### config.mk
export PLATFORM = sky130hd
export DESIGN_NAME = call_cost_aggregation_cache_top
export DESIGN_NICKNAME = d
export VERILOG_FILES = /design/src/design/ccac_pkg.sv /design/src/design/call_cost_aggregation_cache_top.sv /design/src/design/ccac_ram.sv /design/src/design/ccac_core.sv
export SDC_FILE = /design/constraint.sdc
export NUM_CORES = 2
export LEC_CHECK = 0
export ABC_CLOCK_PERIOD_IN_PS = 11800
export BUFFER_PORTS_ARGS = -buffer_cell sky130_fd_sc_hd__buf_2
export CAP_MARGIN = 10
export CORE_ASPECT_RATIO = 1.1
export CORE_MARGIN = 8
export CORE_UTILIZATION = 55
export CTS_BUF_LIST = sky130_fd_sc_hd__clkbuf_16
export DETAILED_ROUTE_END_ITERATION = 10
export PLACE_DENSITY = 0.74
export SLEW_MARGIN = 5
export SYNTH_ARGS = -nofsm -noshare
export SYNTH_HDL_FRONTEND = slang
export SYNTH_HIERARCHICAL = 1
export SYNTH_SLANG_ARGS = --single-unit
### constraint.sdc
create_clock -name clk_i -period 11.8 [get_ports clk_i]
set_input_delay 1.77 -clock clk_i [delete_from_list [all_inputs] [get_ports clk_i]]
set_output_delay 1.77 -clock clk_i [all_outputs]
set_load 0.1 [all_outputs]
### src/design/ccac_pkg.sv
`timescale 1ns / 1ps

package ccac_pkg;

  // Default number of cache slots.
  localparam int unsigned DEF_CACHE_ENTRIES = 16;

  // Opcodes of an input beat.
  localparam logic [2:0] OP_CALL   = 3'd0;
  localparam logic [2:0] OP_EXCL   = 3'd1;
  localparam logic [2:0] OP_INIT   = 3'd2;
  localparam logic [2:0] OP_FLUSH  = 3'd3;
  localparam logic [2:0] OP_REPORT = 3'd4;

  // Kinds of an output beat.
  localparam logic [1:0] KIND_NONE   = 2'd0;
  localparam logic [1:0] KIND_ENTRY  = 2'd1;
  localparam logic [1:0] KIND_REPORT = 2'd2;
  localparam logic [1:0] KIND_UNUSED = 2'd3;

  typedef struct packed {
    logic [2:0]  opcode;
    logic [15:0] caller_id;
    logic [15:0] callee_id;
    logic [15:0] call_line;
    logic [47:0] amount;
  } in_item_t;

  typedef struct packed {
    logic [1:0]  kind;
    logic [15:0] out_caller;
    logic [15:0] out_callee;
    logic        out_exclusive;
    logic [15:0] out_line;
    logic [31:0] out_calls;
    logic [47:0] out_cost;
    logic [31:0] hit_count;
    logic [31:0] miss_count;
    logic        last;
  } out_item_t;

  // One cache slot as it is held in memory.
  typedef struct packed {
    logic [15:0] caller;
    logic [15:0] callee;
    logic        excl;
    logic [15:0] line;
    logic [31:0] calls;
    logic [47:0] cost;
  } entry_t;

  localparam int unsigned ENTRY_W = $bits(entry_t);

  // Increment that sticks at the all-ones value.
  function automatic logic [31:0] sat_inc32(logic [31:0] v);
    return (v == '1) ? v : v + 32'd1;
  endfunction

  // Result with no data: everything zero except the last flag.
  function automatic out_item_t empty_res();
    out_item_t r;
    r      = '0;
    r.kind = KIND_NONE;
    r.last = 1'b1;
    return r;
  endfunction

  // Result that carries one slot; exclusive lines show no callee and no calls.
  function automatic out_item_t entry_res(entry_t e, logic is_last);
    out_item_t r;
    r               = '0;
    r.kind          = KIND_ENTRY;
    r.out_caller    = e.caller;
    r.out_exclusive = e.excl;
    r.out_callee    = e.excl ? 16'd0 : e.callee;
    r.out_line      = e.line;
    r.out_calls     = e.excl ? 32'd0 : e.calls;
    r.out_cost      = e.cost;
    r.last          = is_last;
    return r;
  endfunction

endpackage

### src/design/call_cost_aggregation_cache_top.sv
`timescale 1ns / 1ps

// Call cost aggregation cache.
// Input channel in_valid_i / in_ready_o / in_item_i carries one request beat:
// call cost, exclusive cost, counter init, flush or totals report. Output
// channel out_valid_o / out_ready_i / out_item_o carries result beats; the
// final beat for a request has last set.
// One request is worked at a time. Slots live in a memory with one write port
// and one registered read port, and a lookup reads one slot per cycle. A call
// or exclusive request compares the filled slots in order; a miss fills a free
// slot, or with all slots filled evicts the slot under the replace pointer and
// returns it as a result beat. A flush emits each held slot as a beat. Results
// pass through an output register.
// Reset empties the cache and clears the running total, the previous counter
// reading and the hit and miss counters; slot contents are not cleared.
// When the receiver stalls, the output register holds its beat and the
// sequencer waits with the next result, so no input is taken until the
// current request's results have all moved into the output register.
module call_cost_aggregation_cache_top #(
  parameter int unsigned CACHE_ENTRIES = ccac_pkg::DEF_CACHE_ENTRIES
) (
  input  logic                clk_i,
  input  logic                rst_ni,
  input  logic                in_valid_i,
  output logic                in_ready_o,
  input  ccac_pkg::in_item_t  in_item_i,
  output logic                out_valid_o,
  input  logic                out_ready_i,
  output ccac_pkg::out_item_t out_item_o
);

  import ccac_pkg::*;

  localparam int unsigned IDX_W = (CACHE_ENTRIES > 1) ? $clog2(CACHE_ENTRIES) : 1;

  logic             ram_we;
  logic [IDX_W-1:0] ram_waddr;
  entry_t           ram_wdata;
  logic             ram_re;
  logic [IDX_W-1:0] ram_raddr;
  entry_t           ram_rdata;
  logic [ENTRY_W-1:0] ram_rdata_raw;

  logic       res_valid;
  logic       res_ready;
  out_item_t  res;

  logic       out_valid_q, out_valid_d;
  out_item_t  out_item_q, out_item_d;

  // Slot storage.
  ccac_ram #(
    .WIDTH (ENTRY_W),
    .DEPTH (CACHE_ENTRIES)
  ) u_ram (
    .clk_i   (clk_i),
    .we_i    (ram_we),
    .waddr_i (ram_waddr),
    .wdata_i (ram_wdata),
    .re_i    (ram_re),
    .raddr_i (ram_raddr),
    .rdata_o (ram_rdata_raw)
  );

  assign ram_rdata = entry_t'(ram_rdata_raw);

  // Lookup and update sequencer.
  ccac_core #(
    .CACHE_ENTRIES (CACHE_ENTRIES)
  ) u_core (
    .clk_i       (clk_i),
    .rst_ni      (rst_ni),
    .in_valid_i  (in_valid_i),
    .in_ready_o  (in_ready_o),
    .in_item_i   (in_item_i),
    .res_valid_o (res_valid),
    .res_ready_i (res_ready),
    .res_o       (res),
    .ram_we_o    (ram_we),
    .ram_waddr_o (ram_waddr),
    .ram_wdata_o (ram_wdata),
    .ram_re_o    (ram_re),
    .ram_raddr_o (ram_raddr),
    .ram_rdata_i (ram_rdata)
  );

  // Output register: takes a new beat when empty or when its beat leaves.
  assign res_ready = !out_valid_q || out_ready_i;

  always_comb begin
    out_valid_d = out_valid_q;
    out_item_d  = out_item_q;
    if (res_valid && res_ready) begin
      out_valid_d = 1'b1;
      out_item_d  = res;
    end else if (out_ready_i) begin
      out_valid_d = 1'b0;
    end
  end

  always_ff @(posedge clk_i or negedge rst_ni) begin
    if (!rst_ni) begin
      out_valid_q <= 1'b0;
      out_item_q  <= '0;
    end else begin
      out_valid_q <= out_valid_d;
      out_item_q  <= out_item_d;
    end
  end

  assign out_valid_o = out_valid_q;
  assign out_item_o  = out_item_q;

endmodule

### src/design/ccac_ram.sv
`timescale 1ns / 1ps

module ccac_ram #(
  parameter int unsigned WIDTH = 8,
  parameter int unsigned DEPTH = 16,
  localparam int unsigned AW   = (DEPTH > 1) ? $clog2(DEPTH) : 1
) (
  input  logic             clk_i,
  input  logic             we_i,
  input  logic [AW-1:0]    waddr_i,
  input  logic [WIDTH-1:0] wdata_i,
  input  logic             re_i,
  input  logic [AW-1:0]    raddr_i,
  output logic [WIDTH-1:0] rdata_o
);

  logic [WIDTH-1:0] mem_q [DEPTH];
  logic [WIDTH-1:0] rdata_q;

  // One write port and one registered read port.
  always_ff @(posedge clk_i) begin
    if (we_i) begin
      mem_q[waddr_i] <= wdata_i;
    end
    if (re_i) begin
      rdata_q <= mem_q[raddr_i];
    end
  end

  assign rdata_o = rdata_q;

endmodule

### src/design/ccac_core.sv
`timescale 1ns / 1ps

module ccac_core #(
  parameter int unsigned CACHE_ENTRIES = ccac_pkg::DEF_CACHE_ENTRIES,
  localparam int unsigned IDX_W = (CACHE_ENTRIES > 1) ? $clog2(CACHE_ENTRIES) : 1,
  localparam int unsigned CNT_W = $clog2(CACHE_ENTRIES + 1)
) (
  input  logic                clk_i,
  input  logic                rst_ni,
  input  logic                in_valid_i,
  output logic                in_ready_o,
  input  ccac_pkg::in_item_t  in_item_i,
  output logic                res_valid_o,
  input  logic                res_ready_i,
  output ccac_pkg::out_item_t res_o,
  output logic                ram_we_o,
  output logic [IDX_W-1:0]    ram_waddr_o,
  output ccac_pkg::entry_t    ram_wdata_o,
  output logic                ram_re_o,
  output logic [IDX_W-1:0]    ram_raddr_o,
  input  ccac_pkg::entry_t    ram_rdata_i
);

  import ccac_pkg::*;

  typedef enum logic [2:0] {
    ST_IDLE,
    ST_SEARCH,
    ST_MISS,
    ST_EVICT,
    ST_FL_RD,
    ST_FL_OUT,
    ST_EMIT
  } state_e;

  state_e           state_q, state_d;
  entry_t           key_q, key_d;
  logic [CNT_W-1:0] idx_q, idx_d;
  logic [IDX_W-1:0] cmp_q, cmp_d;
  logic             pend_q, pend_d;
  logic [CNT_W-1:0] fill_q, fill_d;
  logic [IDX_W-1:0] rp_q, rp_d;
  logic [47:0]      prev_q, prev_d;
  logic [47:0]      total_q, total_d;
  logic [31:0]      hits_q, hits_d;
  logic [31:0]      misses_q, misses_d;
  out_item_t        res_q, res_d;
  logic             flush_q, flush_d;

  logic             issue;
  logic             key_hit;
  logic             cmp_last;
  logic             fl_last;
  logic             full;
  logic [47:0]      diff;
  entry_t           upd;

  // Compare of the slot read in the previous cycle against the pending key.
  assign key_hit = (ram_rdata_i.caller == key_q.caller) &&
                   (ram_rdata_i.callee == key_q.callee) &&
                   (ram_rdata_i.excl == key_q.excl) &&
                   (ram_rdata_i.line == key_q.line);
  assign cmp_last = ((CNT_W'(cmp_q) + CNT_W'(1)) == fill_q);
  assign fl_last  = ((idx_q + CNT_W'(1)) == fill_q);
  assign full     = (fill_q == CNT_W'(CACHE_ENTRIES));
  assign diff     = in_item_i.amount - prev_q;

  // Accumulated slot on a hit.
  always_comb begin
    upd       = ram_rdata_i;
    upd.calls = sat_inc32(ram_rdata_i.calls);
    upd.cost  = ram_rdata_i.cost + key_q.cost;
  end

  assign in_ready_o  = (state_q == ST_IDLE);
  assign res_valid_o = (state_q == ST_EMIT);
  assign res_o       = res_q;

  // Sequencer: search, fill, evict, flush and result hand-off.
  always_comb begin
    state_d     = state_q;
    key_d       = key_q;
    idx_d       = idx_q;
    cmp_d       = cmp_q;
    pend_d      = pend_q;
    fill_d      = fill_q;
    rp_d        = rp_q;
    prev_d      = prev_q;
    total_d     = total_q;
    hits_d      = hits_q;
    misses_d    = misses_q;
    res_d       = res_q;
    flush_d     = flush_q;
    issue       = 1'b0;
    ram_we_o    = 1'b0;
    ram_waddr_o = cmp_q;
    ram_wdata_o = key_q;
    ram_re_o    = 1'b0;
    ram_raddr_o = idx_q[IDX_W-1:0];

    case (state_q)
      ST_IDLE: begin
        if (in_valid_i) begin
          flush_d = 1'b0;
          idx_d   = '0;
          pend_d  = 1'b0;
          case (in_item_i.opcode)
            OP_CALL: begin
              key_d.caller = in_item_i.caller_id;
              key_d.callee = in_item_i.callee_id;
              key_d.excl   = 1'b0;
              key_d.line   = in_item_i.call_line;
              key_d.calls  = 32'd1;
              key_d.cost   = in_item_i.amount;
              state_d      = (fill_q == '0) ? ST_MISS : ST_SEARCH;
            end
            OP_EXCL: begin
              key_d.caller = in_item_i.caller_id;
              key_d.callee = 16'd0;
              key_d.excl   = 1'b1;
              key_d.line   = in_item_i.call_line;
              key_d.calls  = 32'd1;
              key_d.cost   = diff;
              total_d      = total_q + diff;
              prev_d       = in_item_i.amount;
              state_d      = (fill_q == '0) ? ST_MISS : ST_SEARCH;
            end
            OP_INIT: begin
              prev_d  = in_item_i.amount;
              res_d   = empty_res();
              state_d = ST_EMIT;
            end
            OP_FLUSH: begin
              if (fill_q == '0) begin
                res_d   = empty_res();
                state_d = ST_EMIT;
              end else begin
                state_d = ST_FL_RD;
              end
            end
            OP_REPORT: begin
              res_d            = '0;
              res_d.kind       = KIND_REPORT;
              res_d.out_cost   = total_q;
              res_d.hit_count  = hits_q;
              res_d.miss_count = misses_q;
              res_d.last       = 1'b1;
              state_d          = ST_EMIT;
            end
            default: begin
              res_d   = empty_res();
              state_d = ST_EMIT;
            end
          endcase
        end
      end

      // One slot read per cycle; the compare comes in the cycle after the read.
      ST_SEARCH: begin
        issue       = (idx_q < fill_q);
        ram_re_o    = issue;
        ram_raddr_o = idx_q[IDX_W-1:0];
        pend_d      = issue;
        cmp_d       = idx_q[IDX_W-1:0];
        idx_d       = idx_q + CNT_W'(issue);
        if (pend_q) begin
          if (key_hit) begin
            ram_we_o    = 1'b1;
            ram_waddr_o = cmp_q;
            ram_wdata_o = upd;
            hits_d      = sat_inc32(hits_q);
            res_d       = empty_res();
            state_d     = ST_EMIT;
          end else if (cmp_last) begin
            state_d = ST_MISS;
          end
        end
      end

      // Fill a free slot, or read the victim under the replace pointer.
      ST_MISS: begin
        misses_d = sat_inc32(misses_q);
        if (!full) begin
          ram_we_o    = 1'b1;
          ram_waddr_o = fill_q[IDX_W-1:0];
          ram_wdata_o = key_q;
          fill_d      = fill_q + CNT_W'(1);
          res_d       = empty_res();
          state_d     = ST_EMIT;
        end else begin
          ram_re_o    = 1'b1;
          ram_raddr_o = rp_q;
          state_d     = ST_EVICT;
        end
      end

      ST_EVICT: begin
        res_d       = entry_res(ram_rdata_i, 1'b1);
        ram_we_o    = 1'b1;
        ram_waddr_o = rp_q;
        ram_wdata_o = key_q;
        rp_d        = (rp_q == IDX_W'(CACHE_ENTRIES - 1)) ? '0 : rp_q + IDX_W'(1);
        state_d     = ST_EMIT;
      end

      ST_FL_RD: begin
        ram_re_o    = 1'b1;
        ram_raddr_o = idx_q[IDX_W-1:0];
        state_d     = ST_FL_OUT;
      end

      ST_FL_OUT: begin
        res_d   = entry_res(ram_rdata_i, fl_last);
        flush_d = !fl_last;
        if (fl_last) begin
          fill_d = '0;
          rp_d   = '0;
        end
        state_d = ST_EMIT;
      end

      ST_EMIT: begin
        if (res_ready_i) begin
          if (flush_q) begin
            idx_d   = idx_q + CNT_W'(1);
            state_d = ST_FL_RD;
          end else begin
            state_d = ST_IDLE;
          end
        end
      end

      default: begin
        state_d = ST_IDLE;
      end
    endcase
  end

  always_ff @(posedge clk_i or negedge rst_ni) begin
    if (!rst_ni) begin
      state_q  <= ST_IDLE;
      key_q    <= '0;
      idx_q    <= '0;
      cmp_q    <= '0;
      pend_q   <= 1'b0;
      fill_q   <= '0;
      rp_q     <= '0;
      prev_q   <= '0;
      total_q  <= '0;
      hits_q   <= '0;
      misses_q <= '0;
      res_q    <= '0;
      flush_q  <= 1'b0;
    end else begin
      state_q  <= state_d;
      key_q    <= key_d;
      idx_q    <= idx_d;
      cmp_q    <= cmp_d;
      pend_q   <= pend_d;
      fill_q   <= fill_d;
      rp_q     <= rp_d;
      prev_q   <= prev_d;
      total_q  <= total_d;
      hits_q   <= hits_d;
      misses_q <= misses_d;
      res_q    <= res_d;
      flush_q  <= flush_d;
    end
  end

endmodule

==> results.ini <==
[outcome]
status = complete, no violations

[cts]
cts_tree = built
cts_max_level = 5
path_clk_slew_ns = 0.06
postCtsSetupBuffers = 0
root_buffer = clkbuf_16
cts_made_buffers = 300
clk_latency_ns = 0.93
cts_hold_buf = 0
clockBufferDepth = 4
cts_num_sinks = 2867
cts_resized = 0

[sta]
period_minus_slack_ns = 6.50
fmax_mhz = 154
hold_viol = 0
rsz0062_at_grt = no
finClkSkew_ns = 0.0528
slew_headroom_pct = 15.1
report.final.slew_viol_count = 0
post-route-period-util_pct = 55.1
setup_violations = 0
finalSetupTns_ns = 0
tightestPinTransition_ns = 1.27

[pwr]
ir_drop_uv = 306
clockPowerShare_pct = 24.1
power_mw = 37.3
p_comb_share_pct = 36.3
power_density_nw_per_um2 = 281
switching_share_pct = 36.9
seq_power_share_pct = 39.5
leakage_nw = 49.9
p_int_mw = 23.6
p_sw_mw = 13.8

[worst_setup_path]
crit_type = flip-flop to flip-flop
crit_top_cell = buf_4
required_ns = 12.33
regToRegEndpoint = u_ram/mem_q[13][61]
worstPathArrival_ns = 7.04
cp-start-kind = flip-flop
slowest_stage = buf_4
rr_startpoint = u_core/key_q[89]
critPathMaxFanout = 43
reg2regPathDepth = 11
rrSetupSlack_ns = 5.30
critPathCaptureType = flip-flop
critPathCapture = u_ram/mem_q[13][61]
critPathMaxStageDelay_ns = 0.81
worstSetupStartpoint = u_core/key_q[89]
crit_chain = xor2_1 > nor4_1 > nand4_1 > nor4_2 > buf_4 > nand3_4 > nand2_1 > nand3_1 > nor2_4 > buf_4 > buf_4

[synthesis]
avgSynthCellArea_um2 = 16.5
async_flop_share_pct = 23.5
synthTopCellsByArea = edfxtp_1 (55%), dfrtp_1 (14%), mux4_2 (9.2%)
syn_area_um2 = 119000
synth_edf_count = 2193
synthFlopType = edfxtp_1
synth_warnings = 6
yosys-top-cells-count = edfxtp_1 (2193), nand2_1 (764), dfrtp_1 (674)
yosysMostFrequentCell = edfxtp_1
synth.distinct_cells = 106
yosysSeqAreaShare_pct = 69.6
yosysTopAreaCell = edfxtp_1
syn-num-nets = 7468
synth_top_area_share_pct = 55.4
ys_ff_latch = 2867
synthCells = 7201

[route]
drtIter0Drc = 8081
post-route-drc-count = 0
firstDrtPassIters = 6
wl_per_cell_um = 28.0
vias_per_cell = 6.36
ant_nets = 0
vias = 67800
detail_route.wirelength_um = 298000

[final_layout]
final_nets = 7788
design_area_um2 = 133000
multiInputGateArea_um2 = 34100
syn2layout_area_growth_pct = 11.8
drive_gt1_share_pct = 21.9
num-fill-cells = 15100
seq_area_um2 = 82700
utilization_pct = 61.6

[grt]
grt_max_degree = 184
grt_pass1_vias = 67500
antenna_found_initial = 12
grt_pass1_wl_um = 441000
grt_use_total_pct = 25.3
grtUsageMet2_pct = 39.9
overflow = 0
use_met1_pct = 36.7
grt.busiest_layer = met2
gr-usage-met3_pct = 5.11

[floorplanning]
die_area_um2 = 231000
ios = 301
rows = 179
fp.dieW_um = 459
start_util_pct = 55.1
die_y_um = 504
coreArea_um2 = 216000

[min_path]
hold_path_class = flip-flop to flip-flop
min_path_cells = 2

[job]
maxCapViolCount = 0

[place]
post-dp-hpwl_um = 168000
postPlaceCellArea_um2 = 124000
place.gp.congestion = 0.931
port_buffers = 300

==> final cells by class <==
| cell class | instances | share of cell area (%) |
|---|---|---|
| Antenna cell | 15 | 0.0282 |
| Clock buffer | 313 | 5.89 |
| Tap cell | 2896 | 2.73 |
| Sequential cell | 2867 | 62.2 |
| Multi-Input combinational cell | 3810 | 25.6 |
| Timing Repair Buffer | 433 | 2.07 |
| Clock inverter | 206 | 1.13 |
| Inverter | 109 | 0.308 |
==> registers in the layout, indices dropped and copies added (netlist names) <==
name / flops
u_core/rp_q: 4
out_valid_o: 1
u_core/flush_q: 1
u_core/idx_q: 5
u_core/misses_q: 32
u_ram/mem_q: 2064
u_core/key_q: 98
u_core/prev_q: 48
u_core/fill_q: 5
u_ram/rdata_o: 129
u_core/pend_q: 1
u_core/res_o: 196
out_item_o: 196
u_core/hits_q: 32
u_core/state_q: 3
u_core/cmp_q: 4
u_core/total_q: 48
==> per-layer routing <==
layer / up-vias / part of all wire [%] / routed length, µm
li1: 28600 / - / -
met1: 34900 / 40 / 120000
met2: 3725 / 47 / 140000
met3: 510 / 10 / 30800
met4: 2 / 2.4 / 7270
met5: - / 0.0044 / 13
==> kinds of logic (layout without fill, tap and decap cells) <==
kind of cell             Yosys count  count (layout)  synth area share (%)
multiplexers                     781             781                  12.4
flip-flops                      2867            2867                  69.6
AO/OA/AOI/OAI                   1236            1236                  7.17
XOR/XNOR                         278             278                  2.05
other                              0              15                     0
AND/OR/NAND/NOR                 1351            1351                  5.01
buffers and inverters            524            1061                  2.02
adder cells (fa/ha/maj)          164             164                  1.75
==> per-stage QoR <==
stage          hold slack [ns]  setup slack, ns  cells
2_1_floorplan            0.435            0.455   7201
3_3_place_gp             0.462             4.67  10100
3_5_place_dp             0.469             4.61  10100
4_1_cts                  0.484             5.42  10600
5_1_grt                  0.504             5.00  10600
6_report                 0.479             5.30  10600
==> power groups by stage <==
stage | logic, mW | clock network [mW] | registers, mW
finish | 13.6 | 9.01 | 14.8
global route | 14.5 | 9.52 | 14.9
CTS | 13.5 | 9.15 | 14.7
detailed placement | 13.4 | 0 | 14.9
global placement | 13.1 | 0 | 14.8
floorplan | 9.08 | 0 | 15.6
==> worst max-delay path, delay by kind of cell, from the launching register on <==
family / cells / cell delay (ns)
xor gates and xnor gates: 1 / 0.37
and+or+nand+nor: 7 / 3.13
DFF: 1 / 0.68
buffers and inverters: 3 / 1.81
==> layout by cell type (no fill, tap or decap), types with 41 or more instances in the layout <==
master,count
mux2_2,115
clkbuf_16,313
o21ai_0,264
mux2_4,140
edfxtp_1,2193
a21oi_1,180
inv_1,162
nor2_1,208
a22oi_1,197
buf_4,113
buf_2,299
a21o_1,80
nor2b_1,56
ha_1,161
clkinv_1,55
nand2_1,763
nand3_1,67
xnor2_1,148
o21ai_1,94
a221o_1,53
nand4_1,41
a22o_1,85
xor2_1,130
dfrtp_1,674
mux4_2,487
==> how the worst min path moves through the flow <==
stage / end / slack (ns) / start
3_5_place_dp: u_core/res_o[194] / 0.47 / u_core/res_o[194]
3_3_place_gp: u_core/res_o[194] / 0.46 / u_core/res_o[194]
5_1_grt: u_core/misses_q[26] / 0.50 / u_core/misses_q[26]
6_report: u_core/res_o[24] / 0.48 / u_core/res_o[24]
4_1_cts: u_core/res_o[194] / 0.48 / u_core/res_o[194]
2_1_floorplan: u_core/key_q[48] / 0.43 / u_core/key_q[48]
No activity file was read; power rests on OpenSTA's default activity.
